$ cat src/hdl/h74eip_pkg.sv
// Shared types and constants for the Hamming (7,4) encode, error inject and pack block.
// Used by h74eip_encode and hamming74_encode_inject_pack_top; depends on nothing.
package h74eip_pkg;

  localparam int unsigned CODE_BITS = 7;
  localparam int unsigned PICK_BITS = 5;
  localparam int unsigned ACC_BITS  = 24;

  typedef logic [3:0]             nibble_t;
  typedef logic [CODE_BITS-1:0]   codeword_t;
  typedef logic [PICK_BITS-1:0]   pick_t;
  typedef logic [ACC_BITS-1:0]    acc_t;
  typedef logic [2:0]             rcount_t;
  typedef logic [1:0]             nbytes_t;

  // Byte counts held in the pending stage
  localparam nbytes_t NBYTES_ONE = 2'd1;
  localparam nbytes_t NBYTES_TWO = 2'd2;

  // Handshake status of the pending stage, shared with the output register
  typedef struct packed {
    logic valid;
    logic move;
    logic last;
  } pend_stat_t;

endpackage

$ cat src/hdl/h74eip_encode.sv
// Hamming (7,4) codeword generator with optional single-bit error injection.
// Depends on h74eip_pkg for the nibble, pick and codeword types.
module h74eip_encode (
  input  h74eip_pkg::nibble_t   nibble,
  input  h74eip_pkg::pick_t     pick,
  output h74eip_pkg::codeword_t codeword
);

  h74eip_pkg::codeword_t clean;
  h74eip_pkg::codeword_t flip_mask;
  logic                  flip_en;

  // Bit order: d0, d1, d2, p012, d3, p013, p023
  assign clean = {nibble[0] ^ nibble[2] ^ nibble[3],
                  nibble[0] ^ nibble[1] ^ nibble[3],
                  nibble[3],
                  nibble[0] ^ nibble[1] ^ nibble[2],
                  nibble[2],
                  nibble[1],
                  nibble[0]};

  // Flip only for picks that name a codeword bit
  assign flip_en   = (pick[4:3] == 2'b00) && (pick[2:0] != 3'b111);
  assign flip_mask = h74eip_pkg::codeword_t'(1) << pick[2:0];
  assign codeword  = flip_en ? (clean ^ flip_mask) : clean;

endmodule

$ cat src/hdl/hamming74_encode_inject_pack_top.sv
// Top level of the Hamming (7,4) encode, error inject and bit pack block.
// Depends on h74eip_pkg and instantiates h74eip_encode twice.
//
// Usage:
//   Input channel (in_valid / in_ready) carries one request per data byte with
//   two error picks and a last_byte mark. The low nibble and then the high
//   nibble become 7-bit codewords; a pick below 7 flips that codeword bit.
//   The 14 bits join the residual stream bits and are packed LSB first.
//   Output channel (out_valid / out_ready) carries one packed byte per transfer;
//   last_out marks the flush byte that closes a message.
//   Each input request yields one or two full bytes, plus one flush byte when
//   last_byte is set (residual zero padded, or zero when nothing remains).
// Flow: each byte of a request passes from the pending stage into the single
//   byte-wide output register; a new request is accepted as the last byte of
//   the pending one moves out, so requests follow without a gap while
//   out_ready stays high.
// Stall: the pending stage and the output register hold while out_ready is
//   low; in_ready drops while the pending stage is full, unless its last byte moves.
// Reset (rst, synchronous): clear the residual, empty the pending stage and
//   the output register. A new message may start right after reset or flush.
module hamming74_encode_inject_pack_top (
  input  logic       clk,
  input  logic       rst,
  input  logic       in_valid,
  output logic       in_ready,
  input  logic [7:0] data_byte,
  input  logic [4:0] flip_pick_low,
  input  logic [4:0] flip_pick_high,
  input  logic       last_byte,
  output logic       out_valid,
  input  logic       out_ready,
  output logic [7:0] packed_byte,
  output logic       last_out
);

  // Stream residual between requests
  logic [6:0]            residual_bits;
  h74eip_pkg::rcount_t   residual_count;

  // Pending stage: packed bytes of the last accepted request
  logic                  pend_valid;
  h74eip_pkg::acc_t      pend_acc;
  h74eip_pkg::nbytes_t   pend_n;
  logic                  pend_last;
  h74eip_pkg::pend_stat_t pstat;

  h74eip_pkg::codeword_t cw_low;
  h74eip_pkg::codeword_t cw_high;
  h74eip_pkg::acc_t      acc;
  h74eip_pkg::acc_t      acc_rest;
  logic [4:0]            total;
  logic                  two_full;
  logic                  in_accept;

  h74eip_encode u_enc_low (
    .nibble   (data_byte[3:0]),
    .pick     (flip_pick_low),
    .codeword (cw_low)
  );

  h74eip_encode u_enc_high (
    .nibble   (data_byte[7:4]),
    .pick     (flip_pick_high),
    .codeword (cw_high)
  );

  // Append both codewords above the residual bits
  assign acc = {17'd0, residual_bits}
             | ({17'd0, cw_low} << residual_count)
             | ({10'd0, cw_high, 7'd0} << residual_count);
  assign total    = {2'b00, residual_count} + 5'd14;
  assign two_full = total[4];
  assign acc_rest = two_full ? (acc >> 16) : (acc >> 8);

  // Move a byte from pending stage into the output register
  assign pstat.valid = pend_valid;
  assign pstat.move  = pend_valid && (!out_valid || out_ready);
  assign pstat.last  = pend_last && (pend_n == h74eip_pkg::NBYTES_ONE);

  assign in_ready  = !pstat.valid || (pstat.move && (pend_n == h74eip_pkg::NBYTES_ONE));
  assign in_accept = in_valid && in_ready;

  // Residual: advance on each request, drop on flush
  always_ff @(posedge clk) begin
    if (rst) begin
      residual_bits  <= '0;
      residual_count <= '0;
    end else if (in_accept) begin
      if (last_byte) begin
        residual_bits  <= '0;
        residual_count <= '0;
      end else begin
        residual_bits  <= acc_rest[6:0];
        residual_count <= total[2:0];
      end
    end
  end

  // Pending stage: load a request, then shift out one byte per move
  always_ff @(posedge clk) begin
    if (rst) begin
      pend_valid <= 1'b0;
      pend_n     <= '0;
    end else if (in_accept) begin
      pend_valid <= 1'b1;
      pend_n     <= (two_full ? h74eip_pkg::NBYTES_TWO : h74eip_pkg::NBYTES_ONE)
                    + h74eip_pkg::nbytes_t'(last_byte);
    end else if (pstat.move) begin
      pend_n <= pend_n - h74eip_pkg::NBYTES_ONE;
      if (pend_n == h74eip_pkg::NBYTES_ONE) begin
        pend_valid <= 1'b0;
      end
    end
  end

  always_ff @(posedge clk) begin
    if (in_accept) begin
      pend_acc  <= acc;
      pend_last <= last_byte;
    end else if (pstat.move) begin
      pend_acc  <= pend_acc >> 8;
    end
  end

  // Output register: hold while the receiver stalls
  always_ff @(posedge clk) begin
    if (rst) begin
      out_valid <= 1'b0;
    end else if (pstat.move) begin
      out_valid <= 1'b1;
    end else if (out_ready) begin
      out_valid <= 1'b0;
    end
  end

  always_ff @(posedge clk) begin
    if (pstat.move) begin
      packed_byte <= pend_acc[7:0];
      last_out    <= pstat.last;
    end
  end

  // A pending request always owes at least one byte
  a_pend_count: assert property (@(posedge clk) disable iff (rst)
    pend_valid |-> (pend_n != 2'd0))
    else $error("pending stage valid with no bytes left");

  // An accepted request lands in the pending stage
  a_accept_loads: assert property (@(posedge clk) disable iff (rst)
    in_accept |=> (pend_valid && (pend_n != 2'd0)))
    else $error("accepted request did not load the pending stage");

  // A flushing request leaves the residual cleared
  a_flush_clears: assert property (@(posedge clk) disable iff (rst)
    (in_accept && last_byte) |=> ((residual_count == 3'd0) && (residual_bits == 7'd0)))
    else $error("residual not cleared after flush");

  // The flush byte is emitted only as the final byte of a pending request
  a_last_final: assert property (@(posedge clk) disable iff (rst)
    (pstat.move && pstat.last) |-> (pend_n == 2'd1))
    else $error("last_out raised before the final byte");

endmodule
$ cat config.mk
export PLATFORM = sky130hd
export DESIGN_NAME = hamming74_encode_inject_pack_top
export DESIGN_NICKNAME = d
export VERILOG_FILES = /design/src/hdl/h74eip_pkg.sv /design/src/hdl/h74eip_encode.sv /design/src/hdl/hamming74_encode_inject_pack_top.sv
export SDC_FILE = /design/constraint.sdc
export NUM_CORES = 1
export LEC_CHECK = 0
export BUFFER_PORTS_ARGS = -buffer_cell sky130_fd_sc_hd__buf_2
export CAP_MARGIN = 20
export CORE_ASPECT_RATIO = 1.5
export CORE_MARGIN = 1.5
export CORE_UTILIZATION = 53
export CTS_CLUSTER_DIAMETER = 200
export DETAILED_ROUTE_END_ITERATION = 10
export HOLD_SLACK_MARGIN = 0.15
export PLACE_DENSITY = 0.76
export SETUP_SLACK_MARGIN = 0.3
export SLEW_MARGIN = 20
export SYNTH_ARGS = -nofsm -noshare
export SYNTH_HDL_FRONTEND = slang
export SYNTH_SLANG_ARGS = --single-unit
$ cat constraint.sdc
create_clock -name clk -period 2.2 [get_ports clk]
set_input_delay 0.22 -clock clk [delete_from_list [all_inputs] [get_ports clk]]
set_output_delay 0.22 -clock clk [all_outputs]
set_load 0.05 [all_outputs]
==> results of run 1 <==
==> area by class of cell <==
type,count,area (um2),share of cell area [%]
inverters,12,48.80,1.479
multi-input cells,231,1608,48.73
clock inverters,2,11.26,0.3413
well taps,68,85.08,2.579
flip-flops and latches,44,1196,36.25
clock buffers,6,72.57,2.199
repair buffers,47,277.8,8.419
==> path summary, 6_finish.rpt <==
kind	start	endpoint	slack, ps	depth (start not counted)
setup reg to reg	pend_n[0]$_SDFFE_PP0P_	pend_acc[6]$_DFFE_PP_	400	7
hold / removal	in_valid	pend_valid$_SDFFE_PP0P_	180	3
setup / recovery	pend_n[0]$_SDFFE_PP0P_	pend_acc[6]$_DFFE_PP_	400	7
hold reg to reg	pend_acc[0]$_DFFE_PP_	packed_byte[0]$_DFFE_PP_	420	0
==> timing repair <==
action,4_1_cts,5_1_grt
setup endpoints to repair,1,9
cloned,0,0
pin swaps,0,1
resized for setup,1,8
==> layer usage <==
layer / routed length (um) / up-vias / global-route usage [%]
li1: - / 1197 / -
met1: 2379 / 1139 / 23.43
met2: 3479 / 89 / 43.71
met3: 287 / 26 / 2.888
met4: 287 / 0 / 15.19
met5: 0 / - / 0
==> power by group through the flow <==
stage	registers [mW]	clock network [mW]	logic, mW
after floorplan	1.10	0	0.388
after global placement	1.05	0	0.590
after detailed placement	1.05	0	0.597
after CTS	1.03	0.506	0.600
after global routing	1.04	0.536	0.667
final	1.03	0.496	0.614
==> state kept, by name, indices dropped and copies added, names as in the netlist <==
signal / cells
out_valid: 1
pend_valid: 1
residual_bits: 7
last_out: 1
pend_n: 2
pend_acc: 21
residual_count: 2
packed_byte: 8
pend_last: 1
==> placed cells by master, fill, tap and decap left out, types with 3 or more instances in the layout <==
master	instances
nand3_1	12
xnor2_1	16
a21oi_1	14
nand2b_1	6
nand2_1	30
nor2_1	29
inv_1	11
o211ai_1	3
nor2b_1	7
nand4_1	9
xor2_1	6
and2_1	3
dfxtp_1	11
mux2i_1	13
clkbuf_8	5
a211o_1	3
nor3_1	7
o21ai_0	9
a211oi_1	6
buf_4	12
edfxtp_1	31
buf_2	33
==> critical path, cell delays in order (launching register included) <==
cell and delay [ps]:
dfxtp_1 360, ha_1 170, inv_1 60, o21ai_4 160
nand2_4 180, buf_6 230, a211oi_1 260, a21oi_1 120
==> synth_stat cells, types with 2 or more instances <==
| library cell | count | area, um2 |
|---|---|---|
| o21ai_0 | 10 | 50.05 |
| o2111ai_1 | 2 | 17.52 |
| nor2_1 | 29 | 108.9 |
| a31oi_1 | 2 | 12.51 |
| dfxtp_1 | 13 | 260.3 |
| mux2_2 | 2 | 22.52 |
| clkbuf_1 | 11 | 41.29 |
| xnor2_1 | 17 | 148.9 |
| ha_1 | 3 | 37.54 |
| xor2_1 | 6 | 52.55 |
| inv_1 | 12 | 45.04 |
| a22oi_1 | 2 | 15.01 |
| nor4_2 | 2 | 25.02 |
| a311o_1 | 2 | 20.02 |
| o211ai_1 | 3 | 22.52 |
| buf_1 | 4 | 15.01 |
| nand3_1 | 12 | 60.06 |
| buf_2 | 6 | 30.03 |
| a211oi_1 | 7 | 52.55 |
| a211o_1 | 3 | 26.28 |
| nand4_1 | 9 | 56.30 |
| mux2i_1 | 13 | 130.1 |
| and2_1 | 3 | 18.77 |
| o21a_1 | 2 | 15.01 |
| edfxtp_1 | 31 | 930.9 |
| and4_1 | 2 | 17.52 |
| nand2b_1 | 6 | 37.54 |
| nor3_1 | 8 | 40.04 |
| nor2b_1 | 8 | 50.05 |
| nand2_1 | 33 | 123.9 |
| a21oi_1 | 14 | 70.07 |
==> cell families (layout without fill, tap and decap cells) <==
family | Yosys count | after routing | share of synthesized area (%)
and+or+nand+nor | 124 | 124 | 22.87
other | 1 | 1 | 0.1308
buffers and inverters | 33 | 67 | 4.583
AOI/OAI and AO/OA | 63 | 63 | 15.85
adders and majority gates | 3 | 3 | 1.310
DFF | 44 | 44 | 41.55
muxes | 15 | 15 | 5.325
xor gates and xnor gates | 25 | 25 | 8.381
==> through the flow <==
step | total power [mW] | instance area [um2] | hold WS, ps | utilization [%]
finish | 2.140 | 3299 | 184.5 | 63.88
detailed placement | 1.646 | 3179 | 405.2 | 61.56
floorplan | 1.484 | 2925 | 298.5 | -
global placement | 1.635 | 3179 | 402.2 | 61.56
CTS | 2.136 | 3264 | 180.1 | 63.20
global route | 2.239 | 3299 | 210.2 | 63.88
==> results.json, run 1 <==
{
  "cts_tree": "built",
  "start_util_pct": 55.50,
  "placed_cells": 402,
  "grt.total_usage_pct": 23.15,
  "hold_buffers": 0,
  "core_um2": 5165,
  "wl_per_cell_um": 15.69,
  "start_kind": "flop",
  "ys_async_sr_fraction_pct": 0,
  "die_area_um2": 5868,
  "path_class": "reg2reg",
  "final_nets": 367,
  "fin_crit_sh_pct": 81.65,
  "dp_hpwl_um": 4924,
  "wirelength_um": 6434,
  "cell_internal_pwr_mw": 1.447,
  "synth_ff_type": "edfxtp_1",
  "p_seq_share_pct": 48.2,
  "period_needed_ps": 1796,
  "synth_edf_count": 31,
  "fmax_ghz": 0.5567,
  "clk_path_buf_depth": 2,
  "die_h_um": 93.07,
  "clock_skew_ps": 5.328,
  "status": "finished, final reports clean",
  "cts_setup_buffers": 0,
  "switching_share_pct": 32.35,
  "root_buffer": "clkbuf_8",
  "final.setup.worst_slack_ps": 403.8,
  "worst-path-max-fanout": 23,
  "globalRouteOverflowTotal": 0,
  "cp_data_required_time_ps": 2240,
  "grt_antenna_before_repair": 0,
  "insertion_delay_ps": 300,
  "rows": 32,
  "place_ws_ps": 161.4,
  "rsz0062_at_grt": "false",
  "firstDrtPassIters": 5,
  "fin_cells": 410,
  "p_per_area_nw_per_um2": 648.5,
  "cts-htree-levels": 2,
  "synth_cell_type_count": 62,
  "drtIter0Drc": 90,
  "clk_pin_slew_ps": 80,
  "switchingPower_uw": 692.2,
  "io_buffers": 33,
  "p_leak_nw": 1.267,
  "drc": 0,
  "n_antenna_cell": 0,
  "die_w_um": 63.05,
  "area_growth_syn_to_layout_pct": 15.10,
  "synth-seq-cells": 44,
  "clockPowerShare_pct": 23.2,
  "syn_nets": 334,
  "num_io_pins": 34,
  "hold_violations": 0,
  "p_comb_share_pct": 28.7,
  "grt_pass1_vias": 2300,
  "globalplace.congestion": 0.9157,
  "drv_cap": 0,
  "avgSynthCellArea_um2": 9.307,
  "cts_sinks": 44,
  "drive_gt1_share_pct": 23.10,
  "nFillCells": 470,
  "finalSetupViolCount": 0,
  "slew_violations": 0,
  "hp-class": "in2reg",
  "synth-seq-area-share_pct": 41.55,
  "vdd_drop_max_uv": 312.7,
  "vias_per_cell": 5.978,
  "cts_buffers": 5,
  "cp.arrival_ps": 1840,
  "grt_max_degree": 24,
  "vias": 2451,
  "synth_cells": 308,
  "grt_pass1_wl_um": 10620,
  "drtAntennaViolNets": 0,
  "yosys_warnings": 0,
  "endpoint_kind": "flop",
  "setup_tns_ps": 0,
  "netlist_area_um2": 2866
}
Power figures use the tool's default switching activity.
==> run 2, diff against run 1 <==
clock period = 1.55 ns   (was 2.2 ns; I/O delays follow)
==> run 2 against run 1 <==
Compared with the run above: the flow now finishes with violations (setup timing); die area unchanged; combinational power grew to 2.8 times the previous value; critical endpoint is now residual_bits[3]$_SDFFE_PP0N_; flip-flop and latch count is the same; largest cell class unchanged; critical path type is now in2reg.
==> results.json, run 2 (synthesis results as in run 1) <==
{
  "setup_tns_ps": -10250,
  "p_leak_nw": 1.902,
  "r2r_cells": 10,
  "dp_hpwl_um": 5620,
  "layout_commonest_cell": "buf_4",
  "final.setup.worst_slack_ps": -391.9,
  "slew_violations": 0,
  "cp_cell_sequence": "buf_2, or4_4, nor2_1, xor2_1, nand2b_4, o2111ai_2, a211oi_2",
  "grt.total_usage_pct": 32.46,
  "firstDrtPassIters": 6,
  "violations": "setup timing",
  "cts_buffers": 5,
  "num_io_pins": 34,
  "wl_per_cell_um": 26.18,
  "io_buffers": 33,
  "vias_per_cell": 6.793,
  "place_ws_ps": -460.2,
  "rows": 32,
  "grt_pass1_vias": 2954,
  "core_um2": 5165,
  "vias": 3376,
  "grt_pass1_wl_um": 14350,
  "die_h_um": 93.07,
  "grt_antenna_before_repair": 0,
  "root_buffer": "clkbuf_8",
  "most-common-layout-cells": "64 x buf_4, 32 x buf_2, 31 x edfxtp_1",
  "fin_crit_sh_pct": 125.3,
  "drtIter0Drc": 458,
  "rsz0062_at_grt": "true",
  "period_needed_ps": 1942,
  "clk_pin_slew_ps": 100,
  "cts-htree-levels": 2,
  "largest-register": "pend_acc",
  "globalplace.congestion": 0.8632,
  "wirelength_um": 13010,
  "drive_gt1_share_pct": 55.71,
  "vdd_drop_max_uv": 947.2,
  "hold_violations": 0,
  "finalSetupViolCount": 51,
  "start_util_pct": 55.50,
  "multi_input_area_um2": 2105,
  "drtAntennaViolNets": 0,
  "die_w_um": 63.05,
  "cts_tree": "built",
  "hold_depth": 4,
  "cts_sinks": 44,
  "crit_cells": 7,
  "grt_max_degree": 16,
  "clock_skew_ps": 8.857,
  "clk_path_buf_depth": 2,
  "start_kind": "input pin",
  "cpLargestDelayFamily": "simple AND/OR/NAND/NOR gates",
  "status": "finished, violations left",
  "globalRouteOverflowTotal": 0,
  "timing.critical_path.slowest_cell_delay_ps": 580,
  "endpoint_kind": "flop",
  "layout.area.seq_um2": 1201,
  "top_regs": "pend_acc (21), packed_byte (8), residual_bits (7)",
  "cp.arrival_ps": 2160,
  "fmax_ghz": 0.5150,
  "nFillCells": 172,
  "worst-path-max-fanout": 5,
  "p_per_area_nw_per_um2": 881.7,
  "drc": 0,
  "die_area_um2": 5868,
  "n_antenna_cell": 0,
  "hp-class": "in2reg",
  "slowest_stage": "or4_4",
  "area_growth_syn_to_layout_pct": 65.78,
  "insertion_delay_ps": 320,
  "cp_data_required_time_ps": 1770,
  "path_class": "in2reg",
  "final_nets": 454,
  "largest_reg_flops": 21,
  "path_buf_inv": 1,
  "drv_cap": 0
}
-- run 2: changes by cell type in the layout (fill, tap and decap cells not counted), moves of 6 or more --
| cell | change |
|---|---|
| buf_4 | +52 |
| buf_8 | +6 |
| buf_12 | +6 |
| nor2b_1 | -6 |
| buf_6 | +15 |
| a21oi_2 | +7 |
| a211oi_1 | -6 |
| a211oi_2 | +6 |
| nor2_1 | -6 |
| inv_1 | -7 |
| a21oi_1 | -8 |
| o21ai_0 | -9 |
-- run 2: timing repair --
action,in CTS,in global routing
setup endpoints to repair,63,63
pin swaps,32,24
endpoints found under the hold margin,1,0
hold buffers,1,0
gates resized for setup,72,71
buffers inserted,10,16
cloned,6,2
-- run 2: through the flow --
stage,utilization (%),cells,hold slack [ps],power [mW],cell area [um2]
floorplan,-,308,233.5,2.137,2987
global placement,70.59,454,401.8,2.507,3646
detailed placement,70.59,454,411.7,2.541,3646
CTS,81.98,479,158.0,3.659,4234
global route,92.01,497,212.7,4.287,4752
finish,92.01,497,189.8,4.190,4752
-- run 2: cell type report --
cell class,count,share of cell area [%]
Clock buffer,5,1.448
Clock inverter,3,0.9742
Tap cell,68,1.790
Sequential cell,44,25.28
Inverter,12,1.290
Timing Repair Buffer,131,24.93
Multi-Input combinational cell,234,44.29
-- run 2: per-layer routing --
metal	share of wire (%)	GRT usage, %	vias to the layer above
met5	0	0	-
met1	32	31.60	1545
met3	9.7	5.054	131
met4	10	20.19	0
li1	-	-	1375
met2	48	62.50	325
-- run 2: worst register-to-register path, delay by kind of cell (launching register included) --
kind                   cells  cell delay (ps)
buffers and inverters      6              650
AO/OA/AOI/OAI              3              470
flip-flops                 1              400
AND/OR/NAND/NOR            1              100
-- run 2: final timing paths --
| path | from | endpoint | slack, ps |
|---|---|---|---|
| setup / recovery | flip_pick_high[0] | residual_bits[3]$_SDFFE_PP0N_ | -390 |
| hold reg to reg | pend_acc[4]$_DFFE_PP_ | packed_byte[4]$_DFFE_PP_ | 430 |
| hold / removal | out_ready | out_valid$_SDFFE_PP0P_ | 190 |
| setup reg to reg | residual_count[1]$_SDFFE_PP0N_ | pend_acc[11]$_DFFE_PP_ | -320 |
-- run 2: report_power, final --
group	internal [mW]	leakage, nW	switching, mW
combinational	0.785	1.43	0.959
clock	0.487	0.0548	0.469
sequential	1.42	0.417	0.0690
total	2.69	1.90	1.50
